==> config.mk <==
export PLATFORM = sky130hd
export DESIGN_NAME = bitmap_page_allocator
export DESIGN_NICKNAME = d
export VERILOG_FILES = /design/src/hdl/bpa_pkg.sv /design/src/hdl/bpa_divider.sv /design/src/hdl/bpa_datapath.sv /design/src/hdl/bpa_ctrl.sv /design/src/hdl/bitmap_page_allocator.sv
export SDC_FILE = /design/constraint.sdc
export NUM_CORES = 2
export LEC_CHECK = 0
export BUFFER_PORTS_ARGS = -buffer_cell sky130_fd_sc_hd__buf_2
export CAP_MARGIN = 20
export CORE_ASPECT_RATIO = 0.75
export CORE_MARGIN = 4
export CORE_UTILIZATION = 40
export CTS_CLUSTER_SIZE = 24
export DETAILED_ROUTE_END_ITERATION = 8
export SETUP_SLACK_MARGIN = 0.05
export SLEW_MARGIN = 20
export SYNTH_ARGS = -nofsm -noshare
export SYNTH_HDL_FRONTEND = slang
export SYNTH_SLANG_ARGS = --single-unit
==> constraint.sdc <==
create_clock -name i_clk -period 9.7 [get_ports i_clk]
set_clock_uncertainty 0.1 [all_clocks]
set_input_delay 0.97 -clock i_clk [delete_from_list [all_inputs] [get_ports i_clk]]
set_output_delay 0.97 -clock i_clk [all_outputs]
set_load 0.005 [all_outputs]
==> src/hdl/bpa_pkg.sv <==
// Shared types and constants for the bitmap page allocator.
// No dependencies; imported by every module of the block.
package bpa_pkg;

    localparam int MAX_BITMAP_BYTES = 128;

    localparam int ADDR_W     = 32;
    localparam int PS_W       = 17;
    localparam int DVS_W      = PS_W + 3;                  // page_size * 8
    localparam int IX_W       = (MAX_BITMAP_BYTES > 1) ? $clog2(MAX_BITMAP_BYTES) : 1;
    localparam int BIU_W      = $clog2(MAX_BITMAP_BYTES + 1);
    localparam int PG_W       = IX_W + 3;
    localparam int PROD_W     = PG_W + PS_W;
    localparam int CFG_IDX_W  = 2;
    localparam int CFG_DATA_W = 32;

    localparam logic [7:0] FULL_BYTE = 8'hFF;

    localparam logic [CFG_IDX_W-1:0] CFG_REGION_START = 2'd0;
    localparam logic [CFG_IDX_W-1:0] CFG_REGION_END   = 2'd1;
    localparam logic [CFG_IDX_W-1:0] CFG_PAGE_SIZE    = 2'd2;

    localparam logic FUNC_ALLOC   = 1'b0;
    localparam logic FUNC_RELEASE = 1'b1;

    localparam logic [PS_W-1:0] PAGE_SIZE_RESET = 17'd4096;

    typedef enum logic [1:0] {
        ST_OK       = 2'd0,
        ST_NO_SPACE = 2'd1,
        ST_OUTSIDE  = 2'd2
    } t_status;

    // controller -> datapath
    typedef struct packed {
        logic    take_in;
        logic    scan_clr;
        logic    scan_rd;
        logic    found;
        logic    mul;
        logic    add;
        logic    div_cfg;
        logic    div_rel;
        logic    biu_zero;
        logic    biu_load;
        logic    rel_rd;
        logic    rel_wr;
        logic    load_out;
        t_status out_status;
    } t_cmd;

    // datapath -> controller
    typedef struct packed {
        logic cfg_wr;
        logic ps_zero;
        logic reversed;
        logic rel_bad;
        logic rel_oob;
        logic ix_end;
        logic rd_vld;
        logic rd_full;
        logic div_done;
        logic out_busy;
    } t_sts;

endpackage

==> src/hdl/bpa_divider.sv <==
// Restoring divider, one quotient bit per cycle.
// Depends on bpa_pkg for widths.
module bpa_divider
    import bpa_pkg::*;
(
    input  logic              i_clk,
    input  logic              i_rst_n,
    input  logic              i_start,
    input  logic [ADDR_W-1:0] i_dividend,
    input  logic [DVS_W-1:0]  i_divisor,
    output logic              o_done,
    output logic [ADDR_W-1:0] o_quotient
);

    localparam int CNT_W = $clog2(ADDR_W + 1);

    logic [CNT_W-1:0]  r_cnt;
    logic              r_done;
    logic [ADDR_W-1:0] r_q;
    logic [DVS_W-1:0]  r_rem;
    logic [DVS_W-1:0]  r_dvs;
    logic [DVS_W:0]    w_sh;
    logic [DVS_W:0]    w_diff;
    logic              w_ge;

    assign w_sh   = {r_rem, r_q[ADDR_W-1]};
    assign w_ge   = (w_sh >= {1'b0, r_dvs});
    assign w_diff = w_sh - {1'b0, r_dvs};

    always_ff @(posedge i_clk) begin
        if (!i_rst_n) begin
            r_cnt  <= '0;
            r_done <= 1'b0;
        end else if (i_start) begin
            r_cnt  <= CNT_W'(ADDR_W);
            r_done <= 1'b0;
        end else begin
            r_done <= (r_cnt == CNT_W'(1));
            if (r_cnt != '0) begin
                r_cnt <= r_cnt - 1'b1;
            end
        end
    end

    always_ff @(posedge i_clk) begin
        if (i_start) begin
            r_q   <= i_dividend;
            r_rem <= '0;
            r_dvs <= i_divisor;
        end else if (r_cnt != '0) begin
            r_q   <= {r_q[ADDR_W-2:0], w_ge};
            r_rem <= w_ge ? w_diff[DVS_W-1:0] : w_sh[DVS_W-1:0];
        end
    end

    assign o_done     = r_done;
    assign o_quotient = r_q;

endmodule

==> src/hdl/bpa_datapath.sv <==
// Datapath: config registers, bitmap store, scan index, multiply-add, output register.
// Depends on bpa_pkg and bpa_divider.
module bpa_datapath
    import bpa_pkg::*;
(
    input  logic                  i_clk,
    input  logic                  i_rst_n,
    input  logic                  i_cfg_we,
    input  logic [CFG_IDX_W-1:0]  i_cfg_idx,
    input  logic [CFG_DATA_W-1:0] i_cfg_data,
    input  logic                  i_func,
    input  logic [ADDR_W-1:0]     i_release_address,
    input  logic                  i_out_ready,
    output logic                  o_out_valid,
    output logic [ADDR_W-1:0]     o_page_address,
    output logic [1:0]            o_status,
    input  t_cmd                  i_cmd,
    output t_sts                  o_sts
);

    logic [ADDR_W-1:0] r_start;
    logic [ADDR_W-1:0] r_end;
    logic [PS_W-1:0]   r_page_size;
    logic [BIU_W-1:0]  r_biu;
    logic              r_func;
    logic [ADDR_W-1:0] r_addr;
    logic [BIU_W-1:0]  r_ix;
    logic              r_rd_vld;
    logic [IX_W-1:0]   r_rd_ix;
    logic [7:0]        r_rd_data;
    logic              r_rd_vbit;
    logic [PG_W-1:0]   r_page;
    logic [PROD_W-1:0] r_prod;
    logic [ADDR_W-1:0] r_res_addr;
    logic              r_out_valid;
    logic [ADDR_W-1:0] r_out_addr;
    t_status           r_out_status;

    logic [7:0]                  mem [MAX_BITMAP_BYTES];
    logic [MAX_BITMAP_BYTES-1:0] r_vbits;

    logic              w_cfg_wr;
    logic [7:0]        w_rd_byte;
    logic [2:0]        w_low_bit;
    logic [IX_W-1:0]   w_rd_addr;
    logic              w_rd_en;
    logic              w_wr_en;
    logic [7:0]        w_wr_data;
    logic              w_div_start;
    logic [ADDR_W-1:0] w_dividend;
    logic [DVS_W-1:0]  w_divisor;
    logic              w_div_done;
    logic [ADDR_W-1:0] w_q;

    assign w_cfg_wr = i_cfg_we && ((i_cfg_idx == CFG_REGION_START) ||
                                   (i_cfg_idx == CFG_REGION_END) ||
                                   (i_cfg_idx == CFG_PAGE_SIZE));

    always_ff @(posedge i_clk) begin
        if (!i_rst_n) begin
            r_start     <= '0;
            r_end       <= '0;
            r_page_size <= PAGE_SIZE_RESET;
        end else if (i_cfg_we) begin
            unique case (i_cfg_idx)
                CFG_REGION_START: r_start     <= i_cfg_data[ADDR_W-1:0];
                CFG_REGION_END:   r_end       <= i_cfg_data[ADDR_W-1:0];
                CFG_PAGE_SIZE:    r_page_size <= i_cfg_data[PS_W-1:0];
                default: ;
            endcase
        end
    end

    // pages in use, in bytes of bitmap
    always_ff @(posedge i_clk) begin
        if (!i_rst_n) begin
            r_biu <= '0;
        end else if (w_cfg_wr || i_cmd.biu_zero) begin
            r_biu <= '0;
        end else if (i_cmd.biu_load) begin
            r_biu <= (w_q > ADDR_W'(MAX_BITMAP_BYTES)) ? BIU_W'(MAX_BITMAP_BYTES)
                                                      : w_q[BIU_W-1:0];
        end
    end

    always_ff @(posedge i_clk) begin
        if (i_cmd.take_in) begin
            r_func <= i_func;
            r_addr <= i_release_address;
        end
    end

    // shared divider: region size on configure, page number on release
    assign w_div_start = i_cmd.div_cfg || i_cmd.div_rel;
    assign w_dividend  = i_cmd.div_cfg ? (r_end - r_start) : (r_addr - r_start);
    assign w_divisor   = i_cmd.div_cfg ? {r_page_size, 3'b000} : DVS_W'(r_page_size);

    bpa_divider u_div (
        .i_clk      (i_clk),
        .i_rst_n    (i_rst_n),
        .i_start    (w_div_start),
        .i_dividend (w_dividend),
        .i_divisor  (w_divisor),
        .o_done     (w_div_done),
        .o_quotient (w_q)
    );

    // scan index and read pipeline
    always_ff @(posedge i_clk) begin
        if (!i_rst_n) begin
            r_ix     <= '0;
            r_rd_vld <= 1'b0;
        end else begin
            r_rd_vld <= i_cmd.scan_rd;
            if (i_cmd.scan_clr) begin
                r_ix <= '0;
            end else if (i_cmd.scan_rd) begin
                r_ix <= r_ix + 1'b1;
            end
        end
    end

    assign w_rd_en   = i_cmd.scan_rd || i_cmd.rel_rd;
    assign w_rd_addr = i_cmd.rel_rd ? w_q[IX_W+2:3] : r_ix[IX_W-1:0];
    assign w_rd_byte = r_rd_vbit ? r_rd_data : 8'h00;

    always_comb begin
        w_low_bit = 3'd0;
        for (int b = 7; b >= 0; b--) begin
            if (!w_rd_byte[b]) begin
                w_low_bit = 3'(b);
            end
        end
    end

    assign w_wr_en   = i_cmd.found || i_cmd.rel_wr;
    assign w_wr_data = i_cmd.found ? (w_rd_byte | (8'h01 << w_low_bit))
                                   : (w_rd_byte & ~(8'h01 << w_q[2:0]));

    always_ff @(posedge i_clk) begin
        if (w_rd_en) begin
            r_rd_data <= mem[w_rd_addr];
            r_rd_ix   <= w_rd_addr;
        end
        if (w_wr_en) begin
            mem[r_rd_ix] <= w_wr_data;
        end
    end

    // per-byte valid: an unwritten byte reads as all clear
    always_ff @(posedge i_clk) begin
        if (!i_rst_n) begin
            r_vbits   <= '0;
            r_rd_vbit <= 1'b0;
        end else begin
            if (w_rd_en) begin
                r_rd_vbit <= r_vbits[w_rd_addr];
            end
            if (w_cfg_wr) begin
                r_vbits <= '0;
            end else if (w_wr_en) begin
                r_vbits[r_rd_ix] <= 1'b1;
            end
        end
    end

    // page address = start + page * page_size
    always_ff @(posedge i_clk) begin
        if (i_cmd.found) begin
            r_page <= {r_rd_ix, w_low_bit};
        end
        if (i_cmd.mul) begin
            r_prod <= PROD_W'(r_page) * PROD_W'(r_page_size);
        end
        if (i_cmd.add) begin
            r_res_addr <= ADDR_W'(r_prod) + r_start;
        end
    end

    // output register
    always_ff @(posedge i_clk) begin
        if (!i_rst_n) begin
            r_out_valid <= 1'b0;
        end else if (i_cmd.load_out) begin
            r_out_valid <= 1'b1;
        end else if (i_out_ready) begin
            r_out_valid <= 1'b0;
        end
    end

    always_ff @(posedge i_clk) begin
        if (i_cmd.load_out) begin
            r_out_status <= i_cmd.out_status;
            r_out_addr   <= (r_func == FUNC_ALLOC && i_cmd.out_status == ST_OK) ?
                            r_res_addr : '0;
        end
    end

    assign o_out_valid    = r_out_valid;
    assign o_page_address = r_out_addr;
    assign o_status       = r_out_status;

    assign o_sts.cfg_wr   = w_cfg_wr;
    assign o_sts.ps_zero  = (r_page_size == '0);
    assign o_sts.reversed = (r_end < r_start);
    assign o_sts.rel_bad  = (r_page_size == '0) || (r_addr > r_end) || (r_addr < r_start);
    assign o_sts.rel_oob  = (w_q[ADDR_W-1:3] >= (ADDR_W-3)'(r_biu));
    assign o_sts.ix_end   = (r_ix >= r_biu);
    assign o_sts.rd_vld   = r_rd_vld;
    assign o_sts.rd_full  = (w_rd_byte == FULL_BYTE);
    assign o_sts.div_done = w_div_done;
    assign o_sts.out_busy = r_out_valid && !i_out_ready;

endmodule

==> src/hdl/bpa_ctrl.sv <==
// Controller FSM: sequences configure, allocate scan and release steps.
// Depends on bpa_pkg for command and status structs.
module bpa_ctrl
    import bpa_pkg::*;
(
    input  logic i_clk,
    input  logic i_rst_n,
    input  logic i_in_valid,
    input  logic i_func,
    output logic o_in_ready,
    input  t_sts i_sts,
    output t_cmd o_cmd
);

    typedef enum logic [3:0] {
        S_IDLE,
        S_C_CHK,
        S_C_DIV,
        S_SCAN,
        S_A_MUL,
        S_A_ADD,
        S_R_CHK,
        S_R_DIV,
        S_R_IDX,
        S_R_WR,
        S_DONE
    } t_state;

    t_state  r_state, n_state;
    t_status r_status, n_status;
    t_cmd    w_cmd;

    always_comb begin
        n_state  = r_state;
        n_status = r_status;
        w_cmd    = '0;
        w_cmd.out_status = r_status;
        unique case (r_state)
            S_IDLE: begin
                if (i_in_valid) begin
                    w_cmd.take_in = 1'b1;
                    if (i_func == FUNC_ALLOC) begin
                        w_cmd.scan_clr = 1'b1;
                        n_state        = S_SCAN;
                    end else begin
                        n_state = S_R_CHK;
                    end
                end
            end
            S_C_CHK: begin
                if (i_sts.ps_zero || i_sts.reversed) begin
                    w_cmd.biu_zero = 1'b1;
                    n_state        = S_IDLE;
                end else begin
                    w_cmd.div_cfg = 1'b1;
                    n_state       = S_C_DIV;
                end
            end
            S_C_DIV: begin
                if (i_sts.div_done) begin
                    w_cmd.biu_load = 1'b1;
                    n_state        = S_IDLE;
                end
            end
            S_SCAN: begin
                // one byte read per cycle, checked the cycle after
                priority if (i_sts.rd_vld && !i_sts.rd_full) begin
                    w_cmd.found = 1'b1;
                    n_state     = S_A_MUL;
                end else if (!i_sts.ix_end) begin
                    w_cmd.scan_rd = 1'b1;
                end else if (!i_sts.rd_vld) begin
                    n_status = ST_NO_SPACE;
                    n_state  = S_DONE;
                end else begin
                    n_state = S_SCAN;
                end
            end
            S_A_MUL: begin
                w_cmd.mul = 1'b1;
                n_state   = S_A_ADD;
            end
            S_A_ADD: begin
                w_cmd.add = 1'b1;
                n_status  = ST_OK;
                n_state   = S_DONE;
            end
            S_R_CHK: begin
                if (i_sts.rel_bad) begin
                    n_status = ST_OUTSIDE;
                    n_state  = S_DONE;
                end else begin
                    w_cmd.div_rel = 1'b1;
                    n_state       = S_R_DIV;
                end
            end
            S_R_DIV: begin
                if (i_sts.div_done) begin
                    n_state = S_R_IDX;
                end
            end
            S_R_IDX: begin
                if (i_sts.rel_oob) begin
                    n_status = ST_OUTSIDE;
                    n_state  = S_DONE;
                end else begin
                    w_cmd.rel_rd = 1'b1;
                    n_state      = S_R_WR;
                end
            end
            S_R_WR: begin
                w_cmd.rel_wr = 1'b1;
                n_status     = ST_OK;
                n_state      = S_DONE;
            end
            S_DONE: begin
                if (!i_sts.out_busy) begin
                    w_cmd.load_out = 1'b1;
                    n_state        = S_IDLE;
                end
            end
            default: n_state = S_IDLE;
        endcase
        // a register write restarts the region setup
        if (i_sts.cfg_wr) begin
            w_cmd   = '0;
            w_cmd.out_status = r_status;
            n_state = S_C_CHK;
        end
    end

    always_ff @(posedge i_clk) begin
        if (!i_rst_n) begin
            r_state  <= S_IDLE;
            r_status <= ST_OK;
        end else begin
            r_state  <= n_state;
            r_status <= n_status;
        end
    end

    assign o_in_ready = (r_state == S_IDLE);
    assign o_cmd      = w_cmd;

endmodule

==> src/hdl/bitmap_page_allocator.sv <==
// Bitmap first-fit page allocator, top level.
// Depends on bpa_pkg, bpa_ctrl, bpa_datapath (and bpa_divider below it).
//
// Usage:
//  - Config port: i_cfg_we/i_cfg_idx/i_cfg_data write region_start (0),
//    region_end (1) or page_size (2). Any such write clears the bitmap
//    and recomputes the bytes in use with the shared 32-step divider,
//    during which o_in_ready stays low. Index 3 is ignored.
//  - Input channel (i_in_valid/o_in_ready): one beat per request, i_func
//    0 allocates, 1 releases i_release_address.
//  - Output channel (o_out_valid/i_out_ready): one beat per request,
//    o_page_address and o_status (0 ok, 1 no free page, 2 outside region).
//  - Allocate: bitmap bytes are read one per cycle from the store, scanning
//    up to the bytes in use (at most MAX_BITMAP_BYTES); a multiply and an
//    add stage then form the address.
//  - Release: range check, then the 32-step divider gives the page number,
//    then a check against the bytes in use and a one-byte read-modify-write.
//  - One request is worked on at a time; the next one is taken while a
//    result still waits in the output register, and a stalled receiver
//    only holds the controller in its final step.
//  - Reset: bitmap empty (per-byte valid flags cleared at once, no clearing
//    pass), region 0..0, page size 4096, no bytes in use.
module bitmap_page_allocator
    import bpa_pkg::*;
(
    input  logic                  i_clk,
    input  logic                  i_rst_n,
    input  logic                  i_cfg_we,
    input  logic [CFG_IDX_W-1:0]  i_cfg_idx,
    input  logic [CFG_DATA_W-1:0] i_cfg_data,
    input  logic                  i_in_valid,
    output logic                  o_in_ready,
    input  logic                  i_func,
    input  logic [ADDR_W-1:0]     i_release_address,
    output logic                  o_out_valid,
    input  logic                  i_out_ready,
    output logic [ADDR_W-1:0]     o_page_address,
    output logic [1:0]            o_status
);

    t_cmd w_cmd;
    t_sts w_sts;

    bpa_ctrl u_ctrl (
        .i_clk      (i_clk),
        .i_rst_n    (i_rst_n),
        .i_in_valid (i_in_valid),
        .i_func     (i_func),
        .o_in_ready (o_in_ready),
        .i_sts      (w_sts),
        .o_cmd      (w_cmd)
    );

    bpa_datapath u_dp (
        .i_clk             (i_clk),
        .i_rst_n           (i_rst_n),
        .i_cfg_we          (i_cfg_we),
        .i_cfg_idx         (i_cfg_idx),
        .i_cfg_data        (i_cfg_data),
        .i_func            (i_func),
        .i_release_address (i_release_address),
        .i_out_ready       (i_out_ready),
        .o_out_valid       (o_out_valid),
        .o_page_address    (o_page_address),
        .o_status          (o_status),
        .i_cmd             (w_cmd),
        .o_sts             (w_sts)
    );

endmodule
==> run metrics <==
vias in the first global route approximately 48k; H-tree depth 4; crit path DAT between 6 and 7 ns; Post-Layout Cell Count around 9k; switching share of power 25.2%; Ports about 110; floorplan die height about 370 um; Via density 5.73; Final WS setup 3.29 ns; Mapped Avg Cell Area ~11 um2; dominant synthesized flop cell edfxtp_1; post-DP HPWL approximately 140 mm; Post-Syn Area between 0.07 and 0.08 mm2; core area about 0.18 mm2; grt ovf 0; hold buffers post-CTS 0; Seq pwr share between 40% and 50%; GR Util met1 34.5%; Switch Pwr around 0.0037 W; starting density of the core 40.4%; status finished with violations; Clock Pin Slew Worst Setup and Hold Paths 0.06 ns; Post-DRT Antenna Nets 0; Port Buffers 107; Post-synth EDFFs around 1.2k; worst setup path category reg2reg; initial DRC count roughly 6.0k; ys async rst share 0%; standby leakage power around 28 nW; maxcap violations 0; placed cells 8698; fmax approximately 0.16 GHz; sequential area share after synthesis between 50% and 60%; failing checks DRC; clock share of power 39.4%; Nets a little under 7k; final hold vios 0; largest net degree at the start of global routing between 100 and 150; routed wire length around 210 mm; Setup TNS 0 ns; clock buffer depth 3; Yosys cell types between 70 and 80; Synthesized Nets between 6k and 7k; Pint about 0.011 W; Wirelength per Cell around 23 um; Worst-Margin Slew 1.23 ns; pre-CTS setup slack ~3.4 ns; CP Launch Type flip-flop; most frequent cells in the layout 1307 x nand2_1, 1227 x edfxtp_1, 527 x nor2_1; minimum clock period between 6 and 7 ns; Rel. slew slack ~16%; GR Layer Usage met3 5.23%; Sink Count between 1k and 1.5k; setup violators final 0; CP Max Fanout 17; DR vias ~50k; GP Congestion 0.888; initial antenna violation count 7; # rows between 100 and 150; WP data required between 10 and 15 ns; CP endpoint kind flip-flop; Final Cycle Share about two thirds; min-delay worst type in2reg; chip width just under 500 um; flops & latches, synth ~1.5k; Gate Count Post-Synth roughly 6.5k; global route hottest layer met1; FILL cells 16.3k; first-pass GRT wire length around 310 mm; clock tree root buffer cell clkbuf_16; CTS Buf Count around 150; GR Layer Usage met2 30.8%; Post-CTS Resized 0; Worst-Skew Late Latency about 0.80 ns; layout cells sized above 1 7.48%; die area ~0.18 mm2; Post-CTS Setup Bufs 0; TritonRoute pass-1 iters 9; RSZ-0062 raised after global routing no; # DRC 2; TritonCTS clock tree done; Gate power share 10.8%; most common cell after layout, fill and taps aside nand2_1; Slew Limit Fails 0; worst vdd ir approximately 0.13 mV; Synth warnings 0; gr usage total 22.1%; pwr dens 184 mW/mm2; Area Growth Syn to Fin 11.1%
[cell families after synthesis]
kind of cell	Yosys count	synth area share [%]
flops	1488	59.2
xor+xnor	117	1.44
buf+inv	611	3.53
simple gates	2718	17.1
mux	77	1.10
fa+ha+maj	346	7.38
compound gates	1116	10.3
[per-stage QoR]
stage	hold slack, ns	area (um2)	util [%]	total power (W)
floorplan	0.324	71100	-	0.00849
global placement	0.341	74100	42.1	0.00889
detailed placement	0.349	74200	42.1	0.00892
CTS	0.184	79000	44.9	0.0146
global route	0.200	79000	44.9	0.0151
finish	0.243	79000	44.9	0.0145
[worst max-delay path, cell delays in order, from the launching register on]
cell and delay, ns:
edfxtp_1 0.81, nand2_1 0.17, fa_1 0.57, inv_1 0.06, fa_1 0.51, inv_1 0.05
fa_1 0.48, inv_1 0.06, fa_1 0.53, inv_1 0.06, fa_1 0.54, inv_1 0.05
ha_1 0.35, nand3_1 0.09, o211ai_1 0.33, a21oi_1 0.20, a2111oi_0 0.68, o31ai_1 0.20
o21ai_0 0.25, xor2_1 0.09
[state kept, by name, indices dropped and copies added, names as in the netlist, 2 cells and up]
register	flops
u_dp.r_res_addr	32
u_dp.o_status	2
u_dp.r_start	32
u_ctrl.r_state	4
u_dp.u_div.r_cnt	6
u_dp.mem	1024
u_dp.r_page_size	17
u_dp.r_biu	8
u_dp.o_page_address	32
u_dp.u_div.o_quotient	32
u_dp.u_div.r_dvs	20
u_dp.r_rd_ix	7
u_dp.r_prod	27
u_ctrl.r_status	2
u_dp.u_div.r_rem	20
u_dp.r_end	32
u_dp.r_vbits	128
u_dp.r_ix	8
u_dp.r_rd_data	8
u_dp.r_addr	32
u_dp.r_page	10
[power by group through the flow]
stage | combinational (W) | sequential [W] | clock (W)
2_1_floorplan | 0.00120 | 0.00728 | 0
3_3_place_gp | 0.00152 | 0.00737 | 0
3_5_place_dp | 0.00155 | 0.00738 | 0
4_1_cts | 0.00156 | 0.00724 | 0.00581
5_1_grt | 0.00176 | 0.00726 | 0.00608
6_report | 0.00157 | 0.00725 | 0.00572
[final cells by class]
type | instances | area (um2) | area share (%)
Clock buffer | 212 | 4100 | 5.18
Clock inverter | 60 | 677 | 0.857
Multi-Input combinational cell | 4374 | 26800 | 33.9
Tap cell | 2362 | 2960 | 3.74
Antenna cell | 2 | 5.00 | 0.00633
Timing Repair Buffer | 210 | 1400 | 1.77
Sequential cell | 1488 | 42100 | 53.2
Inverter | 264 | 1000 | 1.27
[path summary, 6_finish.rpt]
path	startpoint	to	slack [ns]	cells after the start
setup / recovery	u_dp.r_page[3]$_DFFE_PP_	u_dp.r_prod[25]$_DFFE_PP_	3.29	19
hold / removal	i_release_address[3]	u_dp.r_addr[3]$_DFFE_PP_	0.24	1
setup reg to reg	u_dp.r_page[3]$_DFFE_PP_	u_dp.r_prod[25]$_DFFE_PP_	3.29	19
hold reg to reg	u_dp.u_div.r_rem[19]$_SDFFE_PN0P_	u_dp.u_div.r_rem[19]$_SDFFE_PN0P_	0.36	2
[routing by layer]
layer	vias up	wire, um
met2	2258	86900
met4	2	3780
met3	295	21900
li1	23287	-
met5	-	13
met1	25539	96700
[synthesized netlist by cell type, types with 51 or more instances]
library cell / count / area share (%)
nand3_1: 187 / 1.3
buf_2: 55 / 0.39
o21ai_0: 133 / 0.94
nor2_1: 545 / 2.9
a31oi_1: 131 / 1.2
ha_1: 224 / 3.9
nor3_1: 61 / 0.43
clkbuf_1: 235 / 1.2
or3_1: 63 / 0.55
xnor2_1: 78 / 0.96
dfxtp_1: 261 / 7.3
and3_1: 242 / 2.1
edfxtp_1: 1227 / 52
nand2_1: 1308 / 6.9
fa_1: 122 / 3.4
a21oi_1: 320 / 2.3
a311oi_1: 51 / 0.63
mux2i_1: 69 / 0.97
inv_1: 261 / 1.4
and2_1: 142 / 1.2
a211oi_1: 172 / 1.8
a21o_1: 61 / 0.64
Power figures use the tool's default switching activity.
